**config.mk**
```make
export PLATFORM = sky130hd
export DESIGN_NAME = kst_seq_flat
export DESIGN_NICKNAME = d
export VERILOG_FILES = /design/src/design/kst_pkg.sv /design/src/design/kst_if.sv /design/src/design/kst_seq.sv /design/src/flat_wrapper.sv
export SDC_FILE = /design/constraint.sdc
export NUM_CORES = 1
export LEC_CHECK = 0
export ABC_AREA = 1
export BUFFER_PORTS_ARGS = -buffer_cell sky130_fd_sc_hd__buf_2
export CAP_MARGIN = 25
export CORE_ASPECT_RATIO = 0.8
export CORE_MARGIN = 3
export CORE_UTILIZATION = 50
export DETAILED_ROUTE_END_ITERATION = 16
export GPL_ROUTABILITY_DRIVEN = 0
export GPL_TIMING_DRIVEN = 0
export PLACE_DENSITY = 0.76
export SETUP_SLACK_MARGIN = 0.5
export SLEW_MARGIN = 20
export SYNTH_ARGS = -nofsm -noshare
export SYNTH_HDL_FRONTEND = slang
export SYNTH_SLANG_ARGS = --single-unit
```
**constraint.sdc**
```tcl
create_clock -name clock -period 4.54 [get_ports clock]
set_input_delay 0.227 -clock clock [delete_from_list [all_inputs] [get_ports clock]]
set_output_delay 0.227 -clock clock [all_outputs]
set_load 0.005 [all_outputs]
```
**src/design/kst_pkg.sv**
```systemverilog
// ----------------------------------------------------------------------------
// kst_pkg
// Types, codes and helpers for the MIDI CC key status table.
// ----------------------------------------------------------------------------
`timescale 1ns / 1ps

package kst_pkg;

   localparam int CSR_IDX_W = 4;

   localparam logic [CSR_IDX_W-1:0] REG_OFF_BRIGHTNESS = 4'd0;
   localparam logic [CSR_IDX_W-1:0] REG_ON_BRIGHTNESS  = 4'd1;

   localparam logic [7:0] OFF_BRIGHTNESS_RST = 8'd13;
   localparam logic [7:0] ON_BRIGHTNESS_RST  = 8'd255;

   localparam logic [4:0] CH_STATUS = 5'd2;
   localparam logic [4:0] CH_PAGE   = 5'd3;

   localparam logic [6:0] CC_PAGE_SELECT = 7'd1;
   localparam logic [6:0] CC_STATUS_FIRST = 7'd1;
   localparam logic [6:0] CC_COLOUR_FIRST = 7'd17;
   localparam logic [6:0] CC_COLOUR_LAST  = 7'd64;

   localparam logic [6:0] STATUS_POP_OFF = 7'd65;
   localparam logic [6:0] STATUS_POP_ON  = 7'd127;

   localparam logic [1:0] COMP_RED   = 2'd0;
   localparam logic [1:0] COMP_GREEN = 2'd1;
   localparam logic [1:0] COMP_BLUE  = 2'd2;

   typedef enum logic [2:0] {
      ST_CLEAR,
      ST_IDLE,
      ST_READ,
      ST_UPDATE,
      ST_SCAN_READ,
      ST_SCAN_SEND
   } kst_state_type;

   typedef struct packed {
      logic       populated;
      logic       lit;
      logic [6:0] red;
      logic [6:0] green;
      logic [6:0] blue;
   } kst_entry_type;

   typedef struct packed {
      logic [3:0] key_index;
      logic [6:0] red;
      logic [6:0] green;
      logic [6:0] blue;
      logic [7:0] brightness;
      logic       refresh_strip;
      logic       last;
   } kst_led_type;

   // sequencer to entry unit
   typedef struct packed {
      logic       clear;
      logic       rd_en;
      logic       wr_en;
      logic       use_update;
      logic       is_status;
      logic [1:0] comp;
      logic [6:0] value;
      logic [6:0] page;
      logic [3:0] key;
      logic       load_out;
      logic       refresh;
      logic       last;
   } kst_ctl_type;

   // offset / 3 for offsets below 64: multiply by 43/128
   function automatic logic [4:0] kst_div3(input logic [5:0] off);
      logic [11:0] prod;
      prod = {6'd0, off} * 12'd43;
      return prod[11:7];
   endfunction

   function automatic logic [1:0] kst_mod3(input logic [5:0] off, input logic [4:0] quo);
      logic [6:0] three_q;
      logic [6:0] diff;
      three_q = {2'd0, quo} + {1'b0, quo, 1'b0};
      diff    = {1'b0, off} - three_q;
      return diff[1:0];
   endfunction

endpackage

```
**src/design/kst_if.sv**
```systemverilog
// ----------------------------------------------------------------------------
// kst_if
// Valid/ready channels: MIDI message in, LED command out, register writes.
// ----------------------------------------------------------------------------
`timescale 1ns / 1ps

interface kst_req_if;
   logic       valid;
   logic       ready;
   logic       is_control_change;
   logic [4:0] channel;
   logic [6:0] controller;
   logic [6:0] value;

   modport source (output valid, is_control_change, channel, controller, value,
                   input ready);
   modport sink   (input valid, is_control_change, channel, controller, value,
                   output ready);
endinterface


```
**src/design/kst_seq.sv**
```systemverilog
// ----------------------------------------------------------------------------
// kst_seq
// Message decode, clearing pass and per-key sequencer.
// ----------------------------------------------------------------------------
`timescale 1ns / 1ps

module kst_seq #(
   parameter int PAGES  = 127,
   parameter int KEYS   = 16,
   parameter int DEPTH  = 2032,
   parameter int ADDR_W = 11
) (
   input  logic                 clock,
   input  logic                 reset,
   kst_req_if.sink              req,
   input  logic                 out_free,
   output kst_pkg::kst_ctl_type ctl,
   output logic [ADDR_W-1:0]    clr_addr
);

   localparam logic [6:0]        KEYS_CC   = 7'(KEYS);
   localparam logic [4:0]        KEYS_CMP  = 5'(KEYS);
   localparam logic [3:0]        KEY_LAST  = 4'(KEYS - 1);
   localparam logic [6:0]        PAGES_MAX = 7'(PAGES);
   localparam logic [ADDR_W-1:0] CLR_LAST  = ADDR_W'(DEPTH - 1);

   kst_pkg::kst_state_type state_ff, state_in;
   logic [ADDR_W-1:0]      clr_cnt_ff, clr_cnt_in;
   logic [6:0]             page_ff, page_in;
   logic [3:0]             key_ff, key_in;
   logic                   is_status_ff, is_status_in;
   logic [1:0]             comp_ff, comp_in;
   logic [6:0]             value_ff, value_in;

   logic       accept;
   logic       is_cc;
   logic       status_hit;
   logic       colour_hit;
   logic       page_hit;
   logic [6:0] colour_off;
   logic [4:0] colour_key;
   logic [1:0] colour_comp;
   logic [6:0] status_key;
   logic [6:0] page_clamp;
   logic [6:0] new_page;

   // decode
   assign accept      = req.valid && req.ready;
   assign is_cc       = req.is_control_change;
   assign colour_off  = req.controller - kst_pkg::CC_COLOUR_FIRST;
   assign colour_key  = kst_pkg::kst_div3(colour_off[5:0]);
   assign colour_comp = kst_pkg::kst_mod3(colour_off[5:0], colour_key);
   assign status_key  = req.controller - kst_pkg::CC_STATUS_FIRST;

   assign status_hit = is_cc && (req.channel == kst_pkg::CH_STATUS) &&
                       (req.controller >= kst_pkg::CC_STATUS_FIRST) &&
                       (req.controller <= KEYS_CC);
   assign colour_hit = is_cc && (req.channel == kst_pkg::CH_STATUS) &&
                       (req.controller >= kst_pkg::CC_COLOUR_FIRST) &&
                       (req.controller <= kst_pkg::CC_COLOUR_LAST) &&
                       (colour_key < KEYS_CMP);

   always_comb begin
      if (req.value < 7'd1) begin
         page_clamp = 7'd1;
      end else if (req.value > PAGES_MAX) begin
         page_clamp = PAGES_MAX;
      end else begin
         page_clamp = req.value;
      end
   end

   assign new_page = page_clamp - 7'd1;
   assign page_hit = is_cc && (req.channel == kst_pkg::CH_PAGE) &&
                     (req.controller == kst_pkg::CC_PAGE_SELECT) &&
                     (new_page != page_ff);

   // next state
   always_comb begin
      state_in = state_ff;
      unique case (state_ff)
         kst_pkg::ST_CLEAR: begin
            if (clr_cnt_ff == CLR_LAST) state_in = kst_pkg::ST_IDLE;
         end
         kst_pkg::ST_IDLE: begin
            if (accept && (status_hit || colour_hit)) begin
               state_in = kst_pkg::ST_READ;
            end else if (accept && page_hit) begin
               state_in = kst_pkg::ST_SCAN_READ;
            end
         end
         kst_pkg::ST_READ: state_in = kst_pkg::ST_UPDATE;
         kst_pkg::ST_UPDATE: begin
            if (out_free) state_in = kst_pkg::ST_IDLE;
         end
         kst_pkg::ST_SCAN_READ: state_in = kst_pkg::ST_SCAN_SEND;
         kst_pkg::ST_SCAN_SEND: begin
            if (out_free) begin
               state_in = (key_ff == KEY_LAST) ? kst_pkg::ST_IDLE : kst_pkg::ST_SCAN_READ;
            end
         end
         default: state_in = kst_pkg::ST_CLEAR;
      endcase
   end

   // held message fields and counters
   always_comb begin
      clr_cnt_in   = clr_cnt_ff;
      page_in      = page_ff;
      key_in       = key_ff;
      is_status_in = is_status_ff;
      comp_in      = comp_ff;
      value_in     = value_ff;
      if (state_ff == kst_pkg::ST_CLEAR) begin
         clr_cnt_in = clr_cnt_ff + 1'b1;
      end
      if (state_ff == kst_pkg::ST_IDLE && accept) begin
         value_in = req.value;
         if (status_hit) begin
            is_status_in = 1'b1;
            key_in       = status_key[3:0];
         end else if (colour_hit) begin
            is_status_in = 1'b0;
            key_in       = colour_key[3:0];
            comp_in      = colour_comp;
         end else if (page_hit) begin
            page_in = new_page;
            key_in  = '0;
         end
      end
      if (state_ff == kst_pkg::ST_SCAN_SEND && out_free) begin
         key_in = key_ff + 1'b1;
      end
   end

   // outputs
   always_comb begin
      req.ready      = 1'b0;
      ctl            = '0;
      ctl.is_status  = is_status_ff;
      ctl.comp       = comp_ff;
      ctl.value      = value_ff;
      ctl.page       = page_ff;
      ctl.key        = key_ff;
      unique case (state_ff)
         kst_pkg::ST_CLEAR: begin
            ctl.clear = 1'b1;
            ctl.wr_en = 1'b1;
         end
         kst_pkg::ST_IDLE: req.ready = 1'b1;
         kst_pkg::ST_READ: ctl.rd_en = 1'b1;
         kst_pkg::ST_UPDATE: begin
            ctl.wr_en      = 1'b1;
            ctl.use_update = 1'b1;
            ctl.load_out   = out_free;
            ctl.last       = 1'b1;
         end
         kst_pkg::ST_SCAN_READ: ctl.rd_en = 1'b1;
         kst_pkg::ST_SCAN_SEND: begin
            ctl.load_out = out_free;
            ctl.refresh  = (key_ff == KEY_LAST);
            ctl.last     = (key_ff == KEY_LAST);
         end
         default: ctl = '0;
      endcase
   end

   always_ff @(posedge clock) begin
      if (reset) begin
         state_ff   <= kst_pkg::ST_CLEAR;
         clr_cnt_ff <= '0;
         page_ff    <= '0;
      end else begin
         state_ff   <= state_in;
         clr_cnt_ff <= clr_cnt_in;
         page_ff    <= page_in;
      end
   end

   always_ff @(posedge clock) begin
      key_ff       <= key_in;
      is_status_ff <= is_status_in;
      comp_ff      <= comp_in;
      value_ff     <= value_in;
   end

   assign clr_addr = clr_cnt_ff;

endmodule

```
**src/flat_wrapper.sv**
```systemverilog
// flat-port wrapper written by rule: the top's interface ports become plain ports
module kst_seq_flat 
#(
   parameter int PAGES  = 127,
   parameter int KEYS   = 16,
   parameter int DEPTH  = 2032,
   parameter int ADDR_W = 11
)
  (clock, reset, out_free, ctl, clr_addr, req_valid, req_is_control_change, req_channel, req_controller, req_value, req_ready);
  kst_req_if req_i ();
  input  logic clock;
  input  logic reset;
  input  logic out_free;
  output kst_pkg::kst_ctl_type ctl;
  output logic [ADDR_W-1:0] clr_addr;
  input wire logic [$bits(req_i.valid)-1:0] req_valid;
  input wire logic [$bits(req_i.is_control_change)-1:0] req_is_control_change;
  input wire logic [$bits(req_i.channel)-1:0] req_channel;
  input wire logic [$bits(req_i.controller)-1:0] req_controller;
  input wire logic [$bits(req_i.value)-1:0] req_value;
  output wire logic [$bits(req_i.ready)-1:0] req_ready;
  assign req_i.valid = req_valid;
  assign req_i.is_control_change = req_is_control_change;
  assign req_i.channel = req_channel;
  assign req_i.controller = req_controller;
  assign req_i.value = req_value;
  assign req_ready = req_i.ready;
  kst_seq #(.PAGES(PAGES), .KEYS(KEYS), .DEPTH(DEPTH), .ADDR_W(ADDR_W)) u_core (.clock(clock), .reset(reset), .req(req_i), .out_free(out_free), .ctl(ctl), .clr_addr(clr_addr));
endmodule
```
# Word level (Yosys, flattened, before mapping)
# Cells that the tools add are included.
totals:
  reg_bits: 35
  word_cells: 91
  in_bits: 24
  out_inout_bits: 40
classes:
  n_bitwise: 2
  n_mux: 24
  n_addsub: 7
  eq_ne: 15
  reduce_logical: 28
  order_cmp: 7
  n_mul: 1
ops:
  columns: ["cell", "n"]
  rows:
  - ["$mux 21", 1]
  - ["$mux 4", 5]
  - ["$mux 3", 6]
  - ["$pmux 3 s6", 1]
  - ["$logic_and 1x1->1", 14]
  - ["$mux 7", 2]
  - ["$mul 6x6->12 const B", 1]
  - ["$add 11x1->11 const B", 1]
  - ["$eq 11x11->1 const B", 1]
  - ["$eq 5x2->1 const B", 2]
  - ["$mux 1", 8]
  - ["$reduce_and 4->1", 2]
  - ["$eq 7x1->1 const B", 1]
  - ["$ge 7x1->1 const B", 1]
  - ["$ge 7x5->1 const B", 1]
  - ["$gt 7x7->1 const B", 1]
  - ["$le 7x5->1 const B", 1]
  - ["$le 7x7->1 const B", 1]
  - ["$lt 7x1->1 const B", 1]
  - ["$ne 7x7->1", 1]
  - ["$sub 7x1->7 const B", 1]
  - ["$eq 3x2->1 const B", 2]
  - ["$eq 3x3->1 const B", 2]
  - ["$reduce_or 2->1", 3]
  - ["20 further kinds", 24]

# Longest topological paths before layout
logic_depth:
  depth_word: 11
  depth_mapped: 25
  mapped_depth_nobuf: 25

# Least setup slack after synthesis
# Ideal clock, no wire load.
synth_path:
  kind: "input to register"
  startpoint: "input req_controller[1]"
  endpoint: "register u_core.comp_ff[1], data pin"
  n_path_buf: 0
  setup_time_ns: 0.254
  slack_ns: 0.637
  arrival_ns: 3.650
  required_time_ns: 4.286
  path_stages: 20
  cell_sequence: "inv_1 ha_1 xnor2_1 inv_1 ha_1 inv_1 fa_1 fa_1 inv_1 ha_1 a21oi_1 nand2_1 or2_2 nand2_1 inv_1 ha_1 xnor2_1 xor2_1 xor2_1 inv_1"
synth_via:
  elab_chain_cells: 4
synth_rtl:
  columns: ["item", "line_no", "text"]
  rows:
  - ["from (decl)", "flat_wrapper.sv:19", "input wire logic [$bits(req_i.controller)-1:0] req_controller;"]
  - ["$sub 6x5->6 (*)", "kst_seq.sv:50", "assign colour_off = req.controller - kst_pkg::CC_COLOUR_FIRST;"]
  - ["$mul 6x6->12", "kst_pkg.sv:78", "prod = {6'd0, off} * 12'd43;"]
  - ["$add 2x2->2", "kst_pkg.sv:85", "three_q = {2'd0, quo} + {1'b0, quo, 1'b0};"]
  - ["$sub 2x2->2 (*)", "kst_pkg.sv:86", "diff = {1'b0, off} - three_q;"]
  - ["net u_core.colour_comp[1]", "kst_seq.sv:42", "logic [1:0] colour_comp;"]
  - ["to (signal assigned)", "kst_seq.sv:183", "comp_ff <= comp_in;"]
  - ["to (decl)", "kst_seq.sv:32", "logic [1:0] comp_ff, comp_in;"]
# The timed path passes the listed nets; every way through them passes the cells marked *.
# A chain may end at the register's enable or synchronous reset.

# Worst setup path after layout
layout_path:
  startpoint: "input req_controller[0]"
  endpoint: "register u_core.comp_ff[1], data pin"
# Same word-level chain as after synthesis.

==> impl_metrics.yaml <==
power:
  p_int_uw: 625
  peakVddDrop_v: 0.000124
  switching_share_pct: 33.9
  p_leak_nw: 1.82
  clkPwrFrac_pct: 26.6
  power_frac_comb_pct: 37.4
  power_density_nw_per_um2: 260
  switchingPower_uw: 321
  pwr-share-seq_pct: 36.0
final_layout:
  postLayoutCoreUtil_pct: 64.5
  drive_gt1_share_pct: 27.0
  nets: 543
  area_delta_synth_final_pct: 20.0
  diodes: 0
grt:
  grt_max_degree: 11
  grt_first_pass_wirelength_um: 10900
  grt.overflow.total: 0
  antenna_found_initial: 0
  grt_pass1_vias: 2461
  grt_usage_pct: 19.4
sta:
  period_minus_slack_ps: 3770
  period_share_pct: 83.1
  drv_slew: 0
  finClkSkew_ps: 3.33
  fmax_mhz: 265
  final-setup-viol-count: 0
  tns_ps: 0
  slew_headroom_pct: 68.0
  rsz0062_at_grt: "false"
  tightest_slew_ps: 480
  hold_violations: 0
critical_path:
  cp_max_fo: 7
  r2r_slack_ps: 2520
  arrival_ps: 3820
  crit_path_max_incr_delay_ps: 540
  cpMaxStageDelayCell: "fa_1"
  path_cells: "buf_2 -> inv_6 -> ha_4 -> xnor2_2 -> inv_2 -> ha_1 -> inv_1 -> fa_1 -> fa_1 -> inv_1 -> ha_4 -> a21oi_2 -> nand2_2 -> or2_2 -> nand2_2 -> inv_1 -> ha_1 -> xnor2_1 -> xor2_1 -> xor2_1 -> inv_1"
  r2r_cells: 8
  end_kind: "register"
  crit_top_cell: "inv_1"
  startpoint_type: "input pin"
  path_buf_inv: 7
  r2r_end: "u_core.key_ff[3]"
  worstPathRequired_ps: 4590
  timing.rr.start: "u_core.state_ff[1]"
  crit_family: "adder cells"
  path_class: "input pin to register"
synth:
  syn-num-nets: 472
  async_flop_share_pct: 0
  synth-seq-cells: 35
  synth_top_flop_cell: "dfxtp_1"
  synth_edf_count: 14
  synthSimpleGateAreaFrac_pct: 28.7
  synth_top_family_by_area: "simple AND/OR/NAND/NOR gates"
  synth_fa_ha_area_share_pct: 15.4
  netlist_area_um2: 3030
  synthCells: 413
  ys_seq_area_share_pct: 27.7
  synth_compound_area_share_pct: 11.1
  ys_warn_count: 0
  synth.avg_cell_area_um2: 7.34
  synth.distinct_cells: 45
  synthXorXnorAreaFrac_pct: 5.07
  synthMuxAreaShare_pct: 0
cts:
  ctsRootBufferMaster: "clkbuf_8"
  numCtsBuffers: 5
  clk_pin_slew_worst_paths_ps: 70
  clock_latency_ps: 290
  cts_tree: "yes"
  clock_sinks: 35
  clockBufferDepth: 2
  hold_buffers: 0
  htree_levels: 2
route:
  m1WireLength_um: 3310
  wire_per_inst_um: 12.0
  drtIter0Drc: 138
  met3_length_um: 492
  vias: 2799
  maxUsedRoutingLayer: "met4"
  drc: 0
  totalWireLength_um: 6760
  drt_pass1_iterations: 4
  avgViaCountPerCell: 4.97
  wl_met2_um: 2880
  ant_nets: 0
min_path:
  hold-path-cell-count: 2
  hold_path.class: "input pin to register"
  min_from: "reset"
  min_to: "u_core.state_ff[2]"
die:
  core_um2: 5650
  die_y_um: 75.7
  rows: 24
  die-area_um2: 7040
  initial_core_util_pct: 53.7
  io_pins: 64
  die_x_um: 93.1
placement:
  post-dp-hpwl_um: 5270
  io_buffers: 62
outcome:
  status: "completed"
flow_run:
  cap_viol_max_count: 0
## per-stage QoR
step                worst slack [ps]  power, mW  cell area [µm²]  cells  hold WS, ps
floorplan                        637      0.595             3030    413          289
global placement                 198      0.655             3440    553          445
detailed placement               186      0.667             3440    553          449
CTS                              505      0.923             3550    561          132
global route                     497       1.02             3640    563          150
finish                           766      0.946             3640    563          140
## sequential cells by signal, summed over array words and instances (netlist names)
register / cells
u_core.page_ff: 7
u_core.comp_ff: 2
u_core.is_status_ff: 1
u_core.key_ff: 4
u_core.state_ff: 3
u_core.clr_addr: 11
u_core.value_ff: 7
## power groups by stage
| stage | clock network (mW) | logic [mW] | registers, mW |
|---|---|---|---|
| CTS | 0.259 | 0.324 | 0.341 |
| detailed placement | 0 | 0.319 | 0.348 |
| floorplan | 0 | 0.247 | 0.348 |
| global placement | 0 | 0.308 | 0.348 |
| global route | 0.266 | 0.413 | 0.341 |
| finish | 0.252 | 0.354 | 0.341 |
## logic make-up after synthesis
family / count (synthesis)
AOI/OAI and AO/OA: 57
and+or+nand+nor: 179
buffers and inverters: 91
adders and majority gates: 35
DFF: 35
xor gates and xnor gates: 16
## layout make-up
cell class	instances	area (µm²)
Buffer	5	35.0
Clock buffer	8	100
Fill cell	497	2010
Inverter	86	333
Multi-Input combinational cell	287	1910
Sequential cell	35	841
Tap cell	78	97.6
Timing Repair Buffer	64	325
## worst max-delay path by stage
stage / from / to / slack [ps] / depth (start not counted)
after global placement: req_controller[0] / u_core.comp_ff[1] / 200 / 21
after floorplan: req_controller[1] / u_core.comp_ff[1] / 640 / 20
final: req_controller[0] / u_core.comp_ff[1] / 770 / 21
after global routing: req_controller[0] / u_core.comp_ff[1] / 500 / 21
after detailed placement: req_controller[1] / u_core.comp_ff[1] / 190 / 21
after CTS: req_controller[1] / u_core.comp_ff[1] / 500 / 21
## cell usage in the layout, fill, tap and decap left out, types with 6 or more instances in the layout
cell type  instances
o21ai_0           12
buf_2             63
nand2_2           11
o21ai_1            6
dfxtp_1           21
a21oi_1           22
nand3_1           30
nor2_1            52
inv_2             14
edfxtp_1          14
nand2_1           58
clkbuf_8           7
inv_1             70
a21oi_2            7
xor2_1             7
ha_1              28
## layer usage
metal / vias up / track usage (%)
met5: - / 0
met4: 0 / 5.20
met2: 88 / 29.8
met1: 1241 / 28.1
li1: 1463 / -
met3: 7 / 3.85
## cell usage after synthesis (2+ instances only)
library cell | count | share of area [%]
nand2_2 | 6 | 1.2
nor2_4 | 3 | 1.1
a22oi_1 | 2 | 0.49
ha_1 | 31 | 13
xor2_1 | 9 | 2.6
o21ai_2 | 4 | 1.2
a21oi_2 | 6 | 1.7
nand3_1 | 30 | 5.0
inv_1 | 72 | 8.9
nor3_1 | 5 | 0.82
o21ai_0 | 12 | 2.0
dfxtp_1 | 21 | 14
nor2_1 | 52 | 6.4
inv_2 | 13 | 1.6
nand3b_1 | 2 | 0.49
o21ai_1 | 6 | 0.99
clkbuf_1 | 2 | 0.25
fa_1 | 4 | 2.6
buf_6 | 2 | 0.74
nand4_1 | 4 | 0.82
xnor2_1 | 6 | 1.7
edfxtp_1 | 14 | 14
a21oi_1 | 23 | 3.8
nand2_1 | 63 | 7.8
## what timing repair did
action | 4_1_cts | 5_1_grt
hold endpoints to repair | 0 | 0
pin swaps | 0 | 6
gates resized for setup | 1 | 17
setup buffers | 0 | 2
endpoints found under the setup margin | 1 | 1
No activity file was read; power rests on OpenSTA's default activity.
